$ cat src/design/ghash_pkg.sv
// Shared types and constants for the GHASH accumulator.
package ghash_pkg;

    localparam int BLOCK_BITS     = 128;
    localparam int HALF_BITS      = 64;
    localparam int DIGIT_BITS_DEF = 8;
    localparam int VBYTES_W       = 5;
    localparam int NUM_BYTES      = BLOCK_BITS / 8;
    localparam int S_TDATA_W      = 136;
    localparam int APB_ADDR_W     = 4;
    localparam int APB_DATA_W     = 64;

    localparam logic [7:0] GF_REDUCE_BYTE = 8'hE1;

    localparam logic [BLOCK_BITS-1:0] GF_REDUCE_POLY =
        {GF_REDUCE_BYTE, {(BLOCK_BITS-8){1'b0}}};

    typedef logic [BLOCK_BITS-1:0] block_t;
    typedef logic [HALF_BITS-1:0]  half_t;

endpackage

$ cat src/design/ghash_cfg.sv
// APB register file holding the hash key.
module ghash_cfg (
    input  logic                            aclk,
    input  logic                            aresetn,
    input  logic                            psel,
    input  logic                            penable,
    input  logic                            pwrite,
    input  logic [ghash_pkg::APB_ADDR_W-1:0] paddr,
    input  logic [ghash_pkg::APB_DATA_W-1:0] pwdata,
    output logic [ghash_pkg::APB_DATA_W-1:0] prdata,
    output logic                            pready,
    output ghash_pkg::block_t               hash_key
);
    import ghash_pkg::*;

    localparam logic REG_KEY_HIGH = 1'b0;
    localparam logic REG_KEY_LOW  = 1'b1;

    half_t key_high_reg;
    half_t key_low_reg;
    logic  wr_en;
    logic  sel;

    assign pready = 1'b1;
    assign wr_en  = psel & penable & pwrite & pready;
    // registers sit on 8-byte boundaries; bit 3 picks the register
    assign sel    = paddr[3];

    always_ff @(posedge aclk) begin
        if (!aresetn) begin
            key_high_reg <= '0;
            key_low_reg  <= '0;
        end else if (wr_en) begin
            unique case (sel)
                REG_KEY_HIGH: key_high_reg <= pwdata;
                REG_KEY_LOW:  key_low_reg  <= pwdata;
                default:      key_high_reg <= key_high_reg;
            endcase
        end
    end

    always_comb begin
        unique case (sel)
            REG_KEY_HIGH: prdata = key_high_reg;
            REG_KEY_LOW:  prdata = key_low_reg;
            default:      prdata = '0;
        endcase
    end

    assign hash_key = {key_high_reg, key_low_reg};

endmodule

$ cat src/design/ghash_mult.sv
// Digit-serial GF(2^128) multiplier, DIGIT_BITS key bits per cycle.
module ghash_mult #(
    parameter int DIGIT_BITS = ghash_pkg::DIGIT_BITS_DEF
) (
    input  logic              aclk,
    input  logic              aresetn,
    input  logic              start,
    input  ghash_pkg::block_t operand,
    input  ghash_pkg::block_t hash_key,
    output logic              done,
    output ghash_pkg::block_t product
);
    import ghash_pkg::*;

    // DIGIT_BITS must divide 128 and be below 128
    localparam int STEPS = BLOCK_BITS / DIGIT_BITS;
    localparam int CNT_W = (STEPS > 1) ? $clog2(STEPS) : 1;

    block_t           v_reg, v_next;
    block_t           r_reg, r_next;
    block_t           k_reg;
    logic [CNT_W-1:0] cnt_reg;
    logic             busy_reg;
    logic             done_reg;
    logic             lsb;

    // walk one key digit, most significant key bit first
    always_comb begin
        v_next = v_reg;
        r_next = r_reg;
        lsb    = 1'b0;
        for (int b = 0; b < DIGIT_BITS; b++) begin
            if (k_reg[BLOCK_BITS-1-b]) begin
                r_next = r_next ^ v_next;
            end
            lsb    = v_next[0];
            v_next = v_next >> 1;
            if (lsb) begin
                v_next = v_next ^ GF_REDUCE_POLY;
            end
        end
    end

    always_ff @(posedge aclk) begin
        if (!aresetn) begin
            busy_reg <= 1'b0;
            done_reg <= 1'b0;
            cnt_reg  <= '0;
        end else begin
            done_reg <= 1'b0;
            if (start) begin
                busy_reg <= 1'b1;
                cnt_reg  <= '0;
            end else if (busy_reg) begin
                cnt_reg <= cnt_reg + CNT_W'(1);
                if (cnt_reg == CNT_W'(STEPS - 1)) begin
                    busy_reg <= 1'b0;
                    done_reg <= 1'b1;
                end
            end
        end
    end

    always_ff @(posedge aclk) begin
        if (start) begin
            v_reg <= operand;
            r_reg <= '0;
            k_reg <= hash_key;
        end else if (busy_reg) begin
            v_reg <= v_next;
            r_reg <= r_next;
            k_reg <= k_reg << DIGIT_BITS;
        end
    end

    assign done    = done_reg;
    assign product = r_reg;

endmodule

$ cat src/design/ghash_accumulator_unit.sv
// GHASH accumulator top level: stream in, digest out, APB key registers.
//
//  channel | direction | payload
//  s_      | in        | data_high, data_low, valid_bytes (tdata); last_block (tlast)
//  m_      | out       | digest_high, digest_low (tdata)
//  apb     | config    | hash_key_high at 0x0, hash_key_low at 0x8
//
// A block with a nonzero byte count is accepted, then walked through the multiplier
// one key digit at a time, and then finished in ST_EMIT.
// A block with a byte count of zero skips the multiplier and goes straight to ST_EMIT.
// The multiplier's shift loop over the key digits sets the length of a multiply.
// Reset is synchronous, active low; it clears the accumulator and the key.
// A held result on m_ stalls only the finish of a last block.
module ghash_accumulator_unit #(
    parameter int DIGIT_BITS = ghash_pkg::DIGIT_BITS_DEF
) (
    input  logic                             aclk,
    input  logic                             aresetn,
    // [63:0] data_high, [127:64] data_low, [132:128] valid_bytes, rest zero
    input  logic [ghash_pkg::S_TDATA_W-1:0]  s_tdata,
    input  logic                             s_tlast,
    input  logic                             s_tvalid,
    output logic                             s_tready,
    // [63:0] digest_high, [127:64] digest_low
    output logic [ghash_pkg::BLOCK_BITS-1:0] m_tdata,
    output logic                             m_tvalid,
    input  logic                             m_tready,
    input  logic                             psel,
    input  logic                             penable,
    input  logic                             pwrite,
    input  logic [ghash_pkg::APB_ADDR_W-1:0] paddr,
    input  logic [ghash_pkg::APB_DATA_W-1:0] pwdata,
    output logic [ghash_pkg::APB_DATA_W-1:0] prdata,
    output logic                             pready
);
    import ghash_pkg::*;

    localparam logic [1:0] ST_IDLE = 2'd0;
    localparam logic [1:0] ST_MULT = 2'd1;
    localparam logic [1:0] ST_EMIT = 2'd2;

    logic [1:0]          state_reg, state_next;
    block_t              accum_reg;
    logic                last_reg;
    block_t              m_data_reg;
    logic                m_valid_reg;

    block_t              hash_key;
    block_t              product;
    logic                mult_done;
    logic                mult_start;
    block_t              din;
    block_t              byte_mask;
    logic [VBYTES_W-1:0] vbytes;
    logic                s_fire;
    logic                emit_fire;

    ghash_cfg u_cfg (
        .aclk     (aclk),
        .aresetn  (aresetn),
        .psel     (psel),
        .penable  (penable),
        .pwrite   (pwrite),
        .paddr    (paddr),
        .pwdata   (pwdata),
        .prdata   (prdata),
        .pready   (pready),
        .hash_key (hash_key)
    );

    ghash_mult #(
        .DIGIT_BITS (DIGIT_BITS)
    ) u_mult (
        .aclk     (aclk),
        .aresetn  (aresetn),
        .start    (mult_start),
        .operand  (accum_reg ^ (din & byte_mask)),
        .hash_key (hash_key),
        .done     (mult_done),
        .product  (product)
    );

    assign din    = {s_tdata[HALF_BITS-1:0], s_tdata[BLOCK_BITS-1:HALF_BITS]};
    assign vbytes = s_tdata[BLOCK_BITS +: VBYTES_W];

    // byte 0 sits in the top bits; counts above 16 enable every byte
    always_comb begin
        for (int j = 0; j < NUM_BYTES; j++) begin
            byte_mask[BLOCK_BITS-1-8*j -: 8] =
                (VBYTES_W'(j) < vbytes) ? 8'hFF : 8'h00;
        end
    end

    assign s_tready   = (state_reg == ST_IDLE);
    assign s_fire     = s_tvalid & s_tready;
    assign mult_start = s_fire & (vbytes != '0);
    assign emit_fire  = (state_reg == ST_EMIT) & last_reg & (~m_valid_reg | m_tready);

    always_comb begin
        state_next = state_reg;
        unique case (state_reg)
            ST_IDLE: begin
                if (s_fire) begin
                    state_next = mult_start ? ST_MULT : ST_EMIT;
                end
            end
            ST_MULT: begin
                if (mult_done) begin
                    state_next = ST_EMIT;
                end
            end
            ST_EMIT: begin
                // hold while the previous digest is still waiting
                if (!last_reg || emit_fire) begin
                    state_next = ST_IDLE;
                end
            end
            default: state_next = ST_IDLE;
        endcase
    end

    always_ff @(posedge aclk) begin
        if (!aresetn) begin
            state_reg   <= ST_IDLE;
            accum_reg   <= '0;
            m_valid_reg <= 1'b0;
            last_reg    <= 1'b0;
        end else begin
            state_reg <= state_next;
            if (s_fire) begin
                last_reg <= s_tlast;
            end
            if (mult_done) begin
                accum_reg <= product;
            end else if (emit_fire) begin
                accum_reg <= '0;
            end
            if (emit_fire) begin
                m_valid_reg <= 1'b1;
            end else if (m_tready) begin
                m_valid_reg <= 1'b0;
            end
        end
    end

    always_ff @(posedge aclk) begin
        if (emit_fire) begin
            m_data_reg <= accum_reg;
        end
    end

    assign m_tvalid = m_valid_reg;
    assign m_tdata  = {m_data_reg[HALF_BITS-1:0], m_data_reg[BLOCK_BITS-1:HALF_BITS]};

endmodule

$ cat config.mk
export PLATFORM = sky130hd
export DESIGN_NAME = ghash_accumulator_unit
export DESIGN_NICKNAME = d
export VERILOG_FILES = /design/src/design/ghash_pkg.sv /design/src/design/ghash_cfg.sv /design/src/design/ghash_mult.sv /design/src/design/ghash_accumulator_unit.sv
export SDC_FILE = /design/constraint.sdc
export NUM_CORES = 2
export LEC_CHECK = 0
export BUFFER_PORTS_ARGS = -buffer_cell sky130_fd_sc_hd__buf_2
export CORE_MARGIN = 5
export CORE_UTILIZATION = 45
export CTS_BUF_LIST = sky130_fd_sc_hd__clkbuf_4
export CTS_CLUSTER_SIZE = 25
export DETAILED_ROUTE_END_ITERATION = 8
export PLACE_DENSITY = 0.68
export SLEW_MARGIN = 20
export SYNTH_ARGS = -nofsm -noshare
export SYNTH_HDL_FRONTEND = slang
export SYNTH_SLANG_ARGS = --single-unit
$ cat constraint.sdc
create_clock -name aclk -period 9 [get_ports aclk]
set_clock_uncertainty 0.1 [all_clocks]
set_input_delay 0.45 -clock aclk [delete_from_list [all_inputs] [get_ports aclk]]
set_output_delay 0.45 -clock aclk [all_outputs]
set_load 0.01 [all_outputs]
### Word level (Yosys, flattened, before mapping)

Index checks and enable logic that the tools add are counted.

| word-level totals | value |
|---|---|
| register bits after elaboration | 778 |
| input bits | 212 |
| output and inout bits | 195 |

| operators by class | value |
|---|---|
| $add $sub $neg | 1 |
| magnitude comparators | 16 |
| eq/ne operators | 6 |
| multiplexer cells | 50 |
| bitwise operators | 29 |
| reduce and logical (&&, ||, !) cells | 12 |

Operators by type and width:

| cell | number |
|---|---|
| $mux W128 | 22 |
| $xor A128 B128 Y128 | 9 |
| $and A128 B128 Y128 | 1 |
| $mux W8 | 16 |
| $pmux W64 S2 | 1 |
| $lt A4 B5 Y1 const A | 8 |
| $not A3 Y4 | 8 |
| $lt A3 B5 Y1 const A | 4 |
| $lt A1 B5 Y1 const A | 2 |
| $lt A2 B5 Y1 const A | 2 |
| $mux W2 | 4 |
| $and A1 B1 Y1 | 6 |
| $mux W1 | 6 |
| $ne A2 B1 Y1 const B | 3 |
| $pmux W2 S3 | 1 |
| $reduce_bool A2 Y1 | 3 |
| $reduce_bool A5 Y1 | 1 |
| $add A4 B1 Y4 const B | 1 |
| $eq A4 B4 Y1 const B | 1 |
| $not A1 Y1 | 4 |
| $reduce_and A2 Y1 | 2 |
| $reduce_and A3 Y1 | 1 |
| $reduce_or A3 Y1 | 1 |
| $eq A2 B1 Y1 const B | 1 |
| other kinds (6) | 6 |

### Logic depth before layout (Yosys ltp)

| logic depth | value |
|---|---|
| depth in word-level cells | 18 |
| depth in mapped cells | 10 |
| mapped depth without buffers | 7 |

### Modules after synthesis

A second synthesis with hierarchy kept.

| unflattened totals | value |
|---|---|
| cells, all modules | 5053 |
| area total of the unflattened synthesis | 46244.4 µm² |

By module, submodules not included:

| module | times used | cells each | area an instance (µm²) |
|---|---|---|---|
| ghash_mult | 1 | 3349 | 29070.4 |
| ghash_accumulator_unit | 1 | 1146 | 11601.1 |
| ghash_cfg | 1 | 558 | 5572.8 |

### Worst setup path before layout

No wires, ideal clock.

| timing path | value |
|---|---|
| kind | input-to-reg |
| start point | input s_tdata[132] (netlist bit) |
| end point | register u_mult.k_reg[0], enable pin |
| setup time | 1.973 ns |
| data arrival time | 5.945 ns |
| required time | 6.927 ns |
| setup slack | 0.982 ns |
| stages | 8 |
| cell sequence | or3_1 buf_2 or2_1 buf_6 o21ai_4 buf_6 buf_4 nand2b_1 |

| between the ends | value |
|---|---|
| cells in the longest elaborated chain, start to end | 3 |

Ends and longest elaborated chain:

| item | RTL line | source |
|---|---|---|
| from (decl) | ghash_accumulator_unit.sv:20 | `input logic [ghash_pkg::S_TDATA_W-1:0] s_tdata,` |
| $reduce_bool A5 Y1 | ghash_accumulator_unit.sv:96 | `assign mult_start = s_fire & (vbytes != '0);` |
| $and A1 B1 Y1 | ghash_accumulator_unit.sv:96 |  |
| $reduce_bool A2 Y1 (no line) | n/a |  |
| to (signal assigned) | ghash_mult.sv:68 | `k_reg <= hash_key;` |
| to (signal assigned) | ghash_mult.sv:72 | `k_reg <= k_reg << DIGIT_BITS;` |
| to (decl) | ghash_mult.sv:21 | `block_t k_reg;` |

No other way between the ends.
A chain may end at the register's enable or synchronous reset.

### Final worst setup path

| timing path | value |
|---|---|
| start point | register u_mult.k_reg[124] |
| end point | register u_mult.r_reg[115] (netlist: u_mult.product[115]) |

| between the ends | value |
|---|---|
| cells in the longest elaborated chain, start to end | 9 |

Ends and longest elaborated chain:

| item | RTL line | source |
|---|---|---|
| $mux W128 (*) | ghash_mult.sv:33 | `if (k_reg[BLOCK_BITS-1-b]) begin` |
| $xor A128 B128 Y128 | ghash_mult.sv:34 | `r_next = r_next ^ v_next;` |
| $mux W128 (*) | ghash_mult.sv:33 |  |
| $xor A128 B128 Y128 | ghash_mult.sv:34 |  |
| $mux W128 (*) | ghash_mult.sv:33 |  |
| $xor A128 B128 Y128 | ghash_mult.sv:34 |  |
| $mux W128 (*) | ghash_mult.sv:33 |  |
| $xor A128 B128 Y128 | ghash_mult.sv:34 |  |
| $mux W128 (*) | ghash_mult.sv:33 |  |
| to (signal assigned) | ghash_mult.sv:71 | `r_reg <= r_next;` |
| to (decl) | ghash_mult.sv:20 | `block_t r_reg, r_next;` |

Every way passes the cells marked *; elsewhere a longest branch is shown, timed or not.

==> impl_metrics.json <==
{
  "die_h_um": 326,
  "ys.flop_type": "dfxtp_1",
  "worstSetupPathType": "flop to flop",
  "power.density_mw_per_mm2": 231,
  "gp_congestion": 0.818,
  "ctsHtreeMaxLevel": 4,
  "wirelength_um": 129000,
  "grt.overflow.total": 0,
  "cts_tree": "yes",
  "die_area_mm2": 0.107,
  "syn-mean-instance-area_um2": 8.22,
  "worstRegToRegCells": 9,
  "syn_to_final_growth_pct": 17.3,
  "synthCells": 5481,
  "worst_slack_ns": 5.65,
  "leakage_nw": 20.9,
  "grt_pass1_wl_um": 205000,
  "viasPerCell": 5.06,
  "drv_slew": 0,
  "async_flop_share": 0,
  "vias": 37700,
  "numPortBuffers": 399,
  "ir_worst_vdd_uv": 131,
  "synth_cell_type_count": 46,
  "status": "completed",
  "initial_core_util": 0.452,
  "wl_per_cell_um": 17.4,
  "mostFrequentLayoutCell": "nand2_1",
  "maxSlewHeadroom": 0.249,
  "clkLatencyLatePin_ns": 1.09,
  "drv_cap": 0,
  "cts_buffers": 207,
  "synth-edff-count": 384,
  "drt_iter0_drc": 3082,
  "drt-pass1-iter-count": 5,
  "finalInstanceArea_mm2": 0.0528,
  "min_period_ns": 3.35,
  "drive_gt1_frac": 0.137,
  "clock_sinks": 778,
  "drc": 0,
  "finalHoldViolCount": 0,
  "worstPathArrival_ns": 4.19,
  "cp_data_required_time_ns": 9.83,
  "antenna_found_initial": 16,
  "multi_input_area_mm2": 0.0239,
  "nets": 6171,
  "placed_cell_area_mm2": 0.0473,
  "rows": 116,
  "post_cts_buffers": 0,
  "die_w_um": 326,
  "startpoint_type": "flop",
  "clk_path_buf_depth": 3,
  "root_buffer": "clkbuf_4",
  "whs_path_depth": 5,
  "fmax_ghz": 0.298,
  "setup_tns_ns": 0,
  "num_io_pins": 407,
  "syn-num-nets": 5694,
  "ys_seq_area_frac": 0.431,
  "core_area_mm2": 0.0997,
  "finalCritPeriodShare": 0.373,
  "ant_nets": 0,
  "ys_ff_latch": 778,
  "place_hpwl_um": 78300,
  "path_clk_slew_ns": 0.08,
  "final_cell_mix": "nand2_1 (2,246), xnor2_1 (778), buf_2 (398)",
  "rsz0062_at_grt": "false",
  "grtUsageTotal": 0.237,
  "yosysWarnings": 0,
  "preCtsSetupSlack_ns": 4.51,
  "grt_pass1_vias": 37300,
  "syn_area_mm2": 0.0450,
  "min_path_type": "input port to flop",
  "fill_cells": 9055,
  "finalSetupViolCount": 0,
  "cp_max_fo": 79,
  "seqCellArea_mm2": 0.0194,
  "cp-end-kind": "flop",
  "worst_slew_pin_slew_ns": 1.13,
  "grt_max_degree": 233
}
metal layers:
layer | GRT usage | vias up | wire length [um]
li1 | - | 18200 | -
met3 | 0.0539 | 244 | 10300
met5 | 0 | - | 69
met4 | 0.0849 | 12 | 3730
met1 | 0.309 | 17800 | 55000
met2 | 0.388 | 1405 | 60300
what timing repair did:
action | in CTS | in global routing
hold endpoints to repair | 278 | 0
hold buffers | 277 | 0
resized for setup | 0 | 0
endpoints found under the setup margin | 0 | 0
cell usage after synthesis (6+ instances only):
library cell | n | area share
a21boi_0 | 130 | 0.022
a21o_1 | 6 | 0.0010
a21oi_1 | 28 | 0.0031
and2_1 | 138 | 0.019
buf_1 | 32 | 0.0027
buf_2 | 39 | 0.0043
buf_4 | 13 | 0.0022
clkbuf_1 | 358 | 0.030
dfxtp_1 | 394 | 0.18
edfxtp_1 | 384 | 0.26
inv_1 | 6 | 0.00050
mux2_2 | 64 | 0.016
mux2i_1 | 8 | 0.0018
nand2_1 | 2246 | 0.19
nand2b_1 | 10 | 0.0014
nand3_1 | 7 | 0.00078
nor2_1 | 143 | 0.012
o21ai_0 | 255 | 0.028
xnor2_1 | 778 | 0.15
xor2_1 | 386 | 0.075
cell families (layout without fill, tap and decap cells):
family          after synthesis  count (layout)  share of synthesized area
xor+xnor                   1168            1168                      0.228
other cells                   1              11                  0.0000833
fa+ha+maj                     1               1                   0.000278
flops                       778             778                      0.431
mux                          72              72                     0.0178
compound gates              445             445                     0.0588
simple gates               2566            2566                      0.224
buf+inv                     450            1109                     0.0400
report_power, final:
group	switching, mW	internal (mW)	total (mW)
clock	1.59	1.67	3.26
sequential	0.555	4.21	4.77
combinational	2.23	1.97	4.20
total	4.37	7.85	12.2
final timing paths:
path,start,end,slack [ns]
worst max-delay path,u_mult.k_reg[124]$_DFFE_PP_,u_mult.product[115]$_SDFFE_PP0P_,5.65
worst min-delay path,s_tdata[131],u_mult.v_reg[35]$_DFFE_PP_,0.16
worst max register to register,u_mult.k_reg[124]$_DFFE_PP_,u_mult.product[115]$_SDFFE_PP0P_,5.65
worst min register to register,accum_reg[95]$_SDFFE_PN0P_,m_data_reg[95]$_DFFE_PP_,0.35
stage by stage:
stage / cells / hold WS, ns / util / power [mW]
floorplan: 5481 / 0.339 / - / 8.08
global placement: 6769 / 0.347 / 0.474 / 8.83
detailed placement: 6769 / 0.348 / 0.474 / 8.91
CTS: 7437 / 0.000305 / 0.530 / 12.3
global route: 7442 / 0.0579 / 0.530 / 13.0
finish: 7448 / 0.157 / 0.530 / 12.2
cell type report:
type / instances / share of cell area
diodes: 10 / 0.000473
clock buffers: 300 / 0.0426
clock inverters: 91 / 0.00975
inverters: 6 / 0.000521
multi-input cells: 4253 / 0.452
flip-flops and latches: 778 / 0.368
well taps: 1298 / 0.0307
repair buffers: 712 / 0.0967
worst max-delay path, cell delays in order, from the launching register on:
cell and delay (ns):
edfxtp_1 0.33, buf_4 0.53, buf_4 0.83, nand2_1 0.16, xnor2_1 0.23, xnor2_1 0.16, xnor3_1 0.35, nand2_1 0.11
xor2_1 0.16, nor2_1 0.05
Power figures use the tool's default switching activity.
